**src/rtl/core/oble_pkg.sv**
```systemverilog
`timescale 1ns / 1ps
// ---------------------------------------------------------------------------
// oble_pkg
// Shared widths, limits, codes and types of the order book level engine.
// ---------------------------------------------------------------------------
package oble_pkg;

  localparam int QTY_W       = 48;
  localparam int VOL_W       = 56;
  localparam int RATE_W      = 17;
  localparam int SUM_W       = 64;
  localparam int OUT_PRICE_W = 32;
  localparam int CFG_W       = 20;
  localparam int CFG_IDX_W   = 2;
  localparam int IN_DATA_W   = 80;
  localparam int IN_USER_W   = 4;
  localparam int OUT_DATA_W  = 480;
  localparam int OUT_USER_W  = 2;

  localparam logic [VOL_W-1:0]  VOL_MAX  = {VOL_W{1'b1}};
  localparam logic [QTY_W-1:0]  QTY_MAX  = {QTY_W{1'b1}};
  localparam logic [RATE_W-1:0] RATE_ONE = 17'h10000;

  localparam logic [CFG_IDX_W-1:0] REG_MA_LENGTH   = 2'd0;
  localparam logic [CFG_IDX_W-1:0] REG_FILTER_EN   = 2'd1;
  localparam logic [CFG_IDX_W-1:0] REG_FILTER_PCT  = 2'd2;
  localparam logic [CFG_IDX_W-1:0] REG_ERASE_THR   = 2'd3;

  typedef enum logic [1:0] {
    STAT_OK   = 2'd0,
    STAT_FULL = 2'd1,
    STAT_CMP  = 2'd2
  } status_t;

  typedef enum logic [9:0] {
    ST_IDLE     = 10'b0000000001,
    ST_UPD_SCAN = 10'b0000000010,
    ST_UPD_WR   = 10'b0000000100,
    ST_BEST     = 10'b0000001000,
    ST_BAND     = 10'b0000010000,
    ST_SUM      = 10'b0000100000,
    ST_RATE     = 10'b0001000000,
    ST_HIST     = 10'b0010000000,
    ST_DIV      = 10'b0100000000,
    ST_PUSH     = 10'b1000000000
  } state_t;

endpackage

```
**src/rtl/core/oble_div.sv**
```systemverilog
`timescale 1ns / 1ps
// ---------------------------------------------------------------------------
// oble_div
// Restoring divider, one quotient bit per cycle, for the history averages.
// ---------------------------------------------------------------------------
module oble_div #(
  parameter int DIV_W = 5
) (
  input  logic                      clk,
  input  logic                      rst,
  input  logic                      start,
  input  logic [oble_pkg::SUM_W-1:0] dividend,
  input  logic [DIV_W-1:0]          divisor,
  output logic                      busy,
  output logic [oble_pkg::SUM_W-1:0] quotient
);
  import oble_pkg::*;

  localparam int CNT_W = $clog2(SUM_W + 1);

  logic [CNT_W-1:0] cnt;
  logic [DIV_W-1:0] rem;
  logic [DIV_W:0]   rem_sh;
  logic [DIV_W:0]   rem_diff;
  logic             q_bit;
  logic [DIV_W-1:0] rem_next;

  always_comb begin
    rem_sh   = {rem, quotient[SUM_W-1]};
    rem_diff = rem_sh - {1'b0, divisor};
    q_bit    = (rem_sh >= {1'b0, divisor});
    rem_next = q_bit ? rem_diff[DIV_W-1:0] : rem_sh[DIV_W-1:0];
  end

  always_ff @(posedge clk) begin
    if (rst) begin
      busy <= 1'b0;
      cnt  <= '0;
    end else if (start) begin
      busy <= 1'b1;
      cnt  <= CNT_W'(SUM_W);
    end else if (busy) begin
      if (cnt == CNT_W'(1)) begin
        busy <= 1'b0;
      end
      cnt <= cnt - CNT_W'(1);
    end
  end

  always_ff @(posedge clk) begin
    if (start) begin
      quotient <= dividend;
      rem      <= '0;
    end else if (busy) begin
      quotient <= {quotient[SUM_W-2:0], q_bit};
      rem      <= rem_next;
    end
  end

endmodule

```
**config.mk**
```make
export PLATFORM = sky130hd
export DESIGN_NAME = oble_div
export DESIGN_NICKNAME = d
export VERILOG_FILES = /design/src/rtl/core/oble_pkg.sv /design/src/rtl/core/oble_div.sv
export SDC_FILE = /design/constraint.sdc
export NUM_CORES = 1
export LEC_CHECK = 0
export ABC_CLOCK_PERIOD_IN_PS = 2400
export BUFFER_PORTS_ARGS = -buffer_cell sky130_fd_sc_hd__buf_2
export CAP_MARGIN = 10
export CORE_MARGIN = 2
export CORE_UTILIZATION = 40
export DETAILED_ROUTE_END_ITERATION = 10
export PLACE_DENSITY = 0.7
export SYNTH_ARGS = -nofsm -noshare
export SYNTH_HDL_FRONTEND = slang
export SYNTH_SLANG_ARGS = --single-unit
```
**constraint.sdc**
```tcl
create_clock -name clk -period 2.4 [get_ports clk]
set_input_delay 0.12 -clock clk [delete_from_list [all_inputs] [get_ports clk]]
set_output_delay 0.12 -clock clk [all_outputs]
set_load 0.02 [all_outputs]
```
* Yosys cells after proc, flatten, opt, wreduce, memory -nomap -nowiden *
Cells that the tools add are included.

word-level totals
  input bits = 72
  logic and storage cells = 19
  register bits = 77
  output and inout bits = 65

operators by class
  mux-type cells = 8
  equality and inequality tests = 1
  order comparisons = 1
  $add $sub $neg = 2
  reductions and logical operators = 2

operators by type and width
  kind                                                                 count
  64-bit 2-to-1 mux                                                    2
  7-bit 2-to-1 mux                                                     2
  7-bit by 1-bit == test with 1-bit output (second input constant)     1
  7-bit by 1-bit subtractor with 7-bit output (second input constant)  1
  6-bit by 5-bit >= comparator with 1-bit output                       1
  5-bit 2-to-1 mux                                                     1
  5-bit subtractor                                                     1
  1-bit 2-to-1 mux                                                     3
  2-bit nonzero test                                                   1
  2-bit OR reduction                                                   1

* Longest topological paths before layout *
Gate-level depths: netlist (run 1).

  depth in word-level cells = 4
  mapped depth = 8
  mapped depth without buffers = 8

* Least setup slack after synthesis (run 1) *
Ideal clock, no wire load.

  path kind = register -> register
  from = register busy
  to = register quotient[0] (netlist name), enable pin
  arrival = 2.021 ns
  setup slack = -0.044 ns
  library setup time = 0.424 ns
  stages on the path, launching flop included = 3
  buffers on the path = 0
  clock period less this slack = 2.444 ns
  required time = 1.976 ns
  cells stage by stage = dfxtp_1 > inv_1 > nand2_1

between the ends
  cells in the longest elaborated chain, start to end = 1

ends and longest elaborated chain
  element                              line            source
  start: declaration                   oble_div.sv:14  output logic busy,
  start signal: assignment             oble_div.sv:37  busy <= 1'b0;
  start signal: assignment             oble_div.sv:40  busy <= 1'b1;
  start signal: assignment             oble_div.sv:44  busy <= 1'b0;
  2-bit nonzero test (no source line)  n/a
  end signal: assignment               oble_div.sv:52  quotient <= dividend;
  end signal: assignment               oble_div.sv:55  quotient <= {quotient[SUM_W-2:0], q_bit};
  end: declaration                     oble_div.sv:15  output logic [oble_pkg::SUM_W-1:0] quotient

No other way between the ends.
A chain may end at the register's enable or synchronous reset.

* Worst setup path after layout (run 1) *
  from = register quotient[63] (netlist name)
  to = register quotient[0] (netlist name), data pin

between the ends
  cells in the longest elaborated chain, start to end = 3

ends and longest elaborated chain
  element                                         line            source
  6-bit by 5-bit >= comparator with 1-bit output  oble_div.sv:31  q_bit = (rem_sh >= {1'b0, divisor});
  64-bit 2-to-1 mux                               oble_div.sv:54  end else if (busy) begin
  64-bit 2-to-1 mux                               oble_div.sv:51  if (start) begin

No other way between the ends. The select of a mux whose other input is x is not followed.

==> summary.txt, run 1 <==
Yosys
  • Sequential fraction of the synthesis area: 62.5%
  • Syn nets: ~310
  • EDFF count, synth: 64
  • Syn avg cell area: roughly 15 um2
  • Share of the synthesized area in the top cell type: a little under three fifths
  • Synth top area cells: edfxtp_1, mux2_2, dfxtp_1
  • Most used DFF post-synth: edfxtp_1
  • Cell Area, Synth: 0.00349 mm2
  • Synth area leader: edfxtp_1
  • Post-synth ARST share: 0%
  • Synthesized instance count: 232
  • Distinct cells, synth: 34
  • Yosys warning total: 0
  • Register bit total from synthesis: 77

Setup path
  • Crit-path max cell delay: 0.42 ns
  • Arrival time worst endpoint: ~2.4 ns
  • RR Endpoint: quotient[0]
  • Critical Path, Cell by Cell: inv_1 -> ha_1 -> inv_1 -> fa_1 -> a211o_1 -> o211ai_1 -> nand3_1 -> mux2_2
  • CP Max Fanout: 3
  • Worst Path Buf+Inv: 2
  • Critical-path top delay cell: edfxtp_1
  • Reg-to-reg startpoint: quotient[63]
  • Delay-heaviest family, CP: adder cells
  • Worst EP required: 2.51 ns
  • Startpoint Class: flop
  • Crit-path most repeated cell: inv_1
  • R2r setup slk: 0.1 ns
  • Setup Crit Path Kind: reg -> reg
  • CP Capture Type: flop
  • Worst Reg-to-Reg Cells: 8

Timing
  • Slew headroom: 65.8%
  • Worst-margin pin slew: 0.506 ns
  • Skew final: about 0.015 ns
  • Final setup fails: 0
  • Final hold viol count: 0
  • Fmax: 434 MHz
  • Slew Viols, Final: 0
  • Period utilization: 96.0%
  • RSZ-0062 raised after global routing: false
  • Setup TNS: 0 ns
  • Tmin final: about 2.3 ns

Floorplanning
  • Initial core utilization: around two fifths
  • Top Ports: 137
  • Die area: between 0.009 and 0.01 mm2
  • Core Area: between 0.008 and 0.009 mm2
  • Site row count: 34
  • Die Height: between 90 and 100 um
  • Width of the die: roughly 97 um

Placement
  • RePlAce Congestion: 0.805
  • Dpl cells: 470
  • Port buffer count: 136
  • Final HPWL DP: 5.20 mm

Final layout
  • Fillers: between 700 and 800
  • Area of the multi-input gates: 0.00123 mm2
  • FF/Latch Area: 0.00218 mm2
  • Nets: 454
  • Share of cells above drive strength 1: between 50% and 60%
  • Most frequent cells in the layout: buf_2, mux2_2, edfxtp_1
  • Area Overhead vs Synth: 29.0%
  • Number of diodes: 0
  • Most common cell after layout, fill and taps aside: buf_2
  • Cell Count, Final, Fillers Out: between 400 and 500

Detailed routing
  • Wire per inst: 15.1 um
  • Initial DRC Count: 117
  • DRT Pass-1 Iters: 4
  • Via/cell ratio: slightly below 5
  • ANT nets after route: 0
  • Routed vias: 2406
  • # DRC: 0
  • Wirelength, routed: 7.36 mm

Pwr
  • Peak VDD IR: 0.000308 V
  • Pwr per Cell Area: 729 mW/mm2
  • Total Power: 3.29 mW
  • Leak Pwr: about 1.9 nW

Clock tree
  • Num Clock Sinks: 77
  • Clk buf depth: 2
  • CTS Root Cell: clkbuf_8
  • Buffer count from post-CTS setup fixing: 0
  • Clock Latency Late Sink: 0.35 ns
  • TritonCTS clock tree: done
  • CTS buffer count: 9
  • Clock transition at path regs: about 0.09 ns
  • Max H-tree Level: 3

Global routing
  • GR Util All Layers: 15.7%
  • Vias in the first global route: 2450
  • Wire length of the first global-routing pass: 11.9 mm
  • Largest net degree at the start of global routing: 72
  • Total gr overflow: 0
  • Initial antenna violation count: 0

Worst hold path
  • Hold path startpoint: dividend[24]
  • Hold Path Sink: quotient[24]
  • Hold Path Depth: 2
  • Worst Hold Class: in -> reg

Run status
  • Status: finished clean

Flow run
  • Max-Cap Viols: 0
==> flip-flops by register name, indices dropped and copies added (netlist names) <==
name,cells
busy,1
cnt,7
quotient,64
rem,5
==> what timing repair did <==
item                                   CTS  global route
setup endpoints to repair                0             1
endpoints found under the hold margin    2             0
hold buffers                             1             0
gates resized for setup                  0             0
==> cell families after synthesis <==
| group | Yosys count | synth area share [%] |
|---|---|---|
| compound gates | 20 | 4.55 |
| xor+xnor | 8 | 2.01 |
| fa+ha+maj | 8 | 3.08 |
| buf+inv | 20 | 2.40 |
| flops | 77 | 62.5 |
| mux | 64 | 20.6 |
| simple gates | 35 | 4.80 |
==> through the flow <==
step	hold WS [ns]	utilization [%]	setup WS, ns	area (um2)
global placement	0.310	50.1	0.223	4310
global route	0.0552	52.4	0.00237	4500
floorplan	0.189	-	0.184	3490
detailed placement	0.315	50.1	0.128	4310
CTS	0.0610	52.4	0.111	4500
finish	0.0682	52.4	0.0953	4500
==> cells in the mapped netlist (2+ instances only) <==
library cell	instances
edfxtp_1	64
mux2_2	64
dfxtp_1	13
nor2_1	12
inv_1	10
nand2_1	8
buf_2	7
ha_1	7
xor2_1	5
a21oi_1	4
nand3_1	4
clkbuf_1	3
nor4_1	3
o21ai_1	3
xnor2_1	3
a311o_1	2
nand3b_1	2
or2_1	2
==> routing by layer <==
layer / share of wire (%) / wire, um / global-route usage (%)
met1: 41 / 3000 / 19.8
met2: 50 / 3670 / 25.4
met3: 6.6 / 484 / 3.53
met4: 2.8 / 207 / 8.12
met5: 0 / 0 / 0
==> worst max-delay path by stage <==
stage	to	slack [ns]	start	depth (start not counted)
after floorplan	quotient[0]	0.18	quotient[63]	8
after global placement	quotient[0]	0.22	quotient[63]	8
after detailed placement	quotient[0]	0.13	quotient[63]	8
after CTS	quotient[0]	0.11	quotient[63]	8
after global routing	quotient[0]	0.002	quotient[63]	8
final	quotient[0]	0.1	quotient[63]	8
==> worst register-to-register path: stages, from the launching register on <==
cell and delay, ns:
edfxtp_1 0.42, inv_1 0.08, ha_1 0.16, inv_1 0.05
fa_1 0.41, a211o_1 0.30, o211ai_1 0.16, nand3_1 0.19
mux2_2 0.30
==> layout make-up <==
| cell class | instances | area share [%] |
|---|---|---|
| timing repair buffer | 141 | 16.3 |
| inverter | 10 | 0.833 |
| multi-input combinational | 135 | 27.3 |
| tap | 108 | 3.00 |
| sequential | 77 | 48.4 |
| clock buffer | 9 | 2.75 |
| clock inverter | 6 | 1.44 |
==> power breakdown <==
group	total, mW	switching [mW]	internal [mW]
sequential	1.68	0.0672	1.62
clock	0.957	0.482	0.475
combinational	0.645	0.369	0.276
total	3.28	0.918	2.37
No activity file was read; power rests on OpenSTA's default activity.
==> run 2, diff against run 1 <==
--- a/config.mk
+++ b/config.mk
@@ -11,7 +11,7 @@
 export CORE_MARGIN = 2
 export CORE_UTILIZATION = 40
 export DETAILED_ROUTE_END_ITERATION = 10
-export PLACE_DENSITY = 0.7
+export PLACE_DENSITY_LB_ADDON = 0.3
 export SYNTH_ARGS = -nofsm -noshare
 export SYNTH_HDL_FRONTEND = slang
 export SYNTH_SLANG_ARGS = --single-unit
==> summary.txt, run 2 (synthesis gave the netlist of run 1 again) <==
Timing
  • Tmin final: 2.25 ns
  • Fmax: ~440 MHz
  • Final hold viol count: 0
  • Final setup fails: 0
  • Slew Viols, Final: 0
  • Skew final: 0.00706 ns
  • Slew headroom: 65.8%
  • RSZ-0062 raised after global routing: false
  • Period utilization: 94.0%
  • Worst-margin pin slew: 0.507 ns
  • Setup TNS: 0 ns

Detailed routing
  • Wire per inst: 15.0 um
  • Routed vias: 2400
  • DRT Pass-1 Iters: 4
  • ANT nets after route: 0
  • Initial DRC Count: 100
  • Via/cell ratio: 4.93
  • Wirelength, routed: 7.29 mm
  • # DRC: 0

Global routing
  • Vias in the first global route: between 2000 and 2500
  • Largest net degree at the start of global routing: 55
  • Initial antenna violation count: 0
  • Wire length of the first global-routing pass: 11.6 mm
  • Total gr overflow: 0
  • GR Util All Layers: 15.6%

Clock tree
  • Post-CTS sizing: 0
  • Num Clock Sinks: 77
  • Buffer count from post-CTS setup fixing: 0
  • Max H-tree Level: 3
  • CTS buffer count: 9
  • Clk buf depth: 2
  • TritonCTS clock tree: done
  • Clock transition at path regs: ~0.08 ns
  • Clock Latency Late Sink: approximately 0.34 ns
  • CTS Root Cell: clkbuf_8

Setup path
  • Critical-path top delay cell: fa_1
  • Critical Path Sink: quotient[0]
  • CP Capture Type: flop
  • Setup Crit Path Kind: reg -> reg
  • R2r setup slk: 0.15 ns
  • Worst Reg-to-Reg Cells: 8
  • WP depth: 8
  • Arrival time worst endpoint: 2.35 ns
  • RR Endpoint: quotient[0]
  • Worst Path Buf+Inv: 2
  • CP Max Fanout: 3
  • CP Launch Point: quotient[63]
  • Delay-heaviest family, CP: adder cells
  • Worst EP required: 2.49 ns
  • Reg-to-reg startpoint: quotient[63]
  • Critical Path, Cell by Cell: inv_1 -> ha_1 -> inv_1 -> fa_1 -> a211o_1 -> o211ai_1 -> nand3_1 -> mux2_2
  • Crit-path max cell delay: 0.42 ns
  • Startpoint Class: flop
  • Crit-path most repeated cell: inv_1

Flow run
  • Max-Cap Viols: 0

Final layout
  • Largest register FFs: 64
  • FF/Latch Area: 0.00218 mm2
  • Number of diodes: 0
  • Most frequent cells in the layout: buf_2, mux2_2, edfxtp_1
  • Top Registers: quotient (64), cnt (7), rem (5)
  • Share of cells above drive strength 1: 58.6%
  • Largest Register: quotient
  • Area Overhead vs Synth: 28.8%
  • Fillers: 750
  • Most common cell after layout, fill and taps aside: buf_2
  • Nets: 454
  • Area of the multi-input gates: around 0.0012 mm2

Worst hold path
  • Worst Hold Class: in -> reg

Pwr
  • Leak Pwr: between 1.5 and 2 nW
  • Pwr per Cell Area: 705 mW/mm2
  • Peak VDD IR: 0.000364 V
  • Total Power: approximately 3.2 mW

Placement
  • Port buffer count: 136
  • RePlAce Congestion: 0.859
  • Final HPWL DP: 5.26 mm

Floorplanning
  • Site row count: 34
  • Die area: 0.00949 mm2
  • Top Ports: ~140
  • Width of the die: 97.4 um
  • Core Area: approximately 0.0086 mm2
  • Die Height: 97.4 um
  • Initial core utilization: 40.6%

Run status
  • Status: finished clean
run 2: changes by cell type in the layout (fill, tap and decap cells not counted), sizes merged:
cell / previous run / this run
bufinv: 1 / 0
clkinv: 4 / 2
clkinvlp: 1 / 4
clkbuf: 9 / 10
run 2: worst min-delay path by stage:
stage	depth (start not counted)	end	startpoint
after global routing	2	quotient[14]	dividend[14]
after global placement	2	cnt[6]	rst
after CTS	2	quotient[8]	dividend[8]
after floorplan	1	cnt[6]	rst
final	2	quotient[8]	dividend[8]
after detailed placement	2	cnt[6]	rst
run 2: cell type report:
type                    count  share of cell area (%)
clock inverters             6                   0.891
repair buffers            141                    16.6
clock buffers              10                    2.84
inverters                  10                   0.835
well taps                 108                    3.01
flip-flops and latches     77                    48.5
multi-input cells         135                    27.3
run 2: per-stage QoR:
step	cell area (um2)	hold slack, ns	worst slack [ns]	utilization, %	cells
floorplan	3490	0.189	0.184	-	232
global placement	4320	0.309	0.217	50.2	470
detailed placement	4320	0.315	0.179	50.2	470
CTS	4500	0.0560	0.171	52.3	487
global route	4500	0.0428	0.000161	52.3	487
finish	4500	0.0780	0.145	52.3	487
run 2: timing repair:
action,4_1_cts,5_1_grt
hold buffers,1,0
hold endpoints to repair,2,0
endpoints found under the setup margin,0,0
run 2: metal layers:
metal	vias to the layer above	part of all wire [%]	GRT usage [%]
met5	-	0	0
met4	0	1.9	6.30
met3	15	8.0	5.54
met2	102	49	25.8
met1	1121	42	18.5
li1	1162	-	-
run 2: where the power goes:
group / switching (mW) / internal, mW / total (mW) / leakage [nW]
clock: 0.469 / 0.371 / 0.840 / 0.0743
combinational: 0.364 / 0.279 / 0.643 / 1.08
sequential: 0.0721 / 1.62 / 1.69 / 0.751
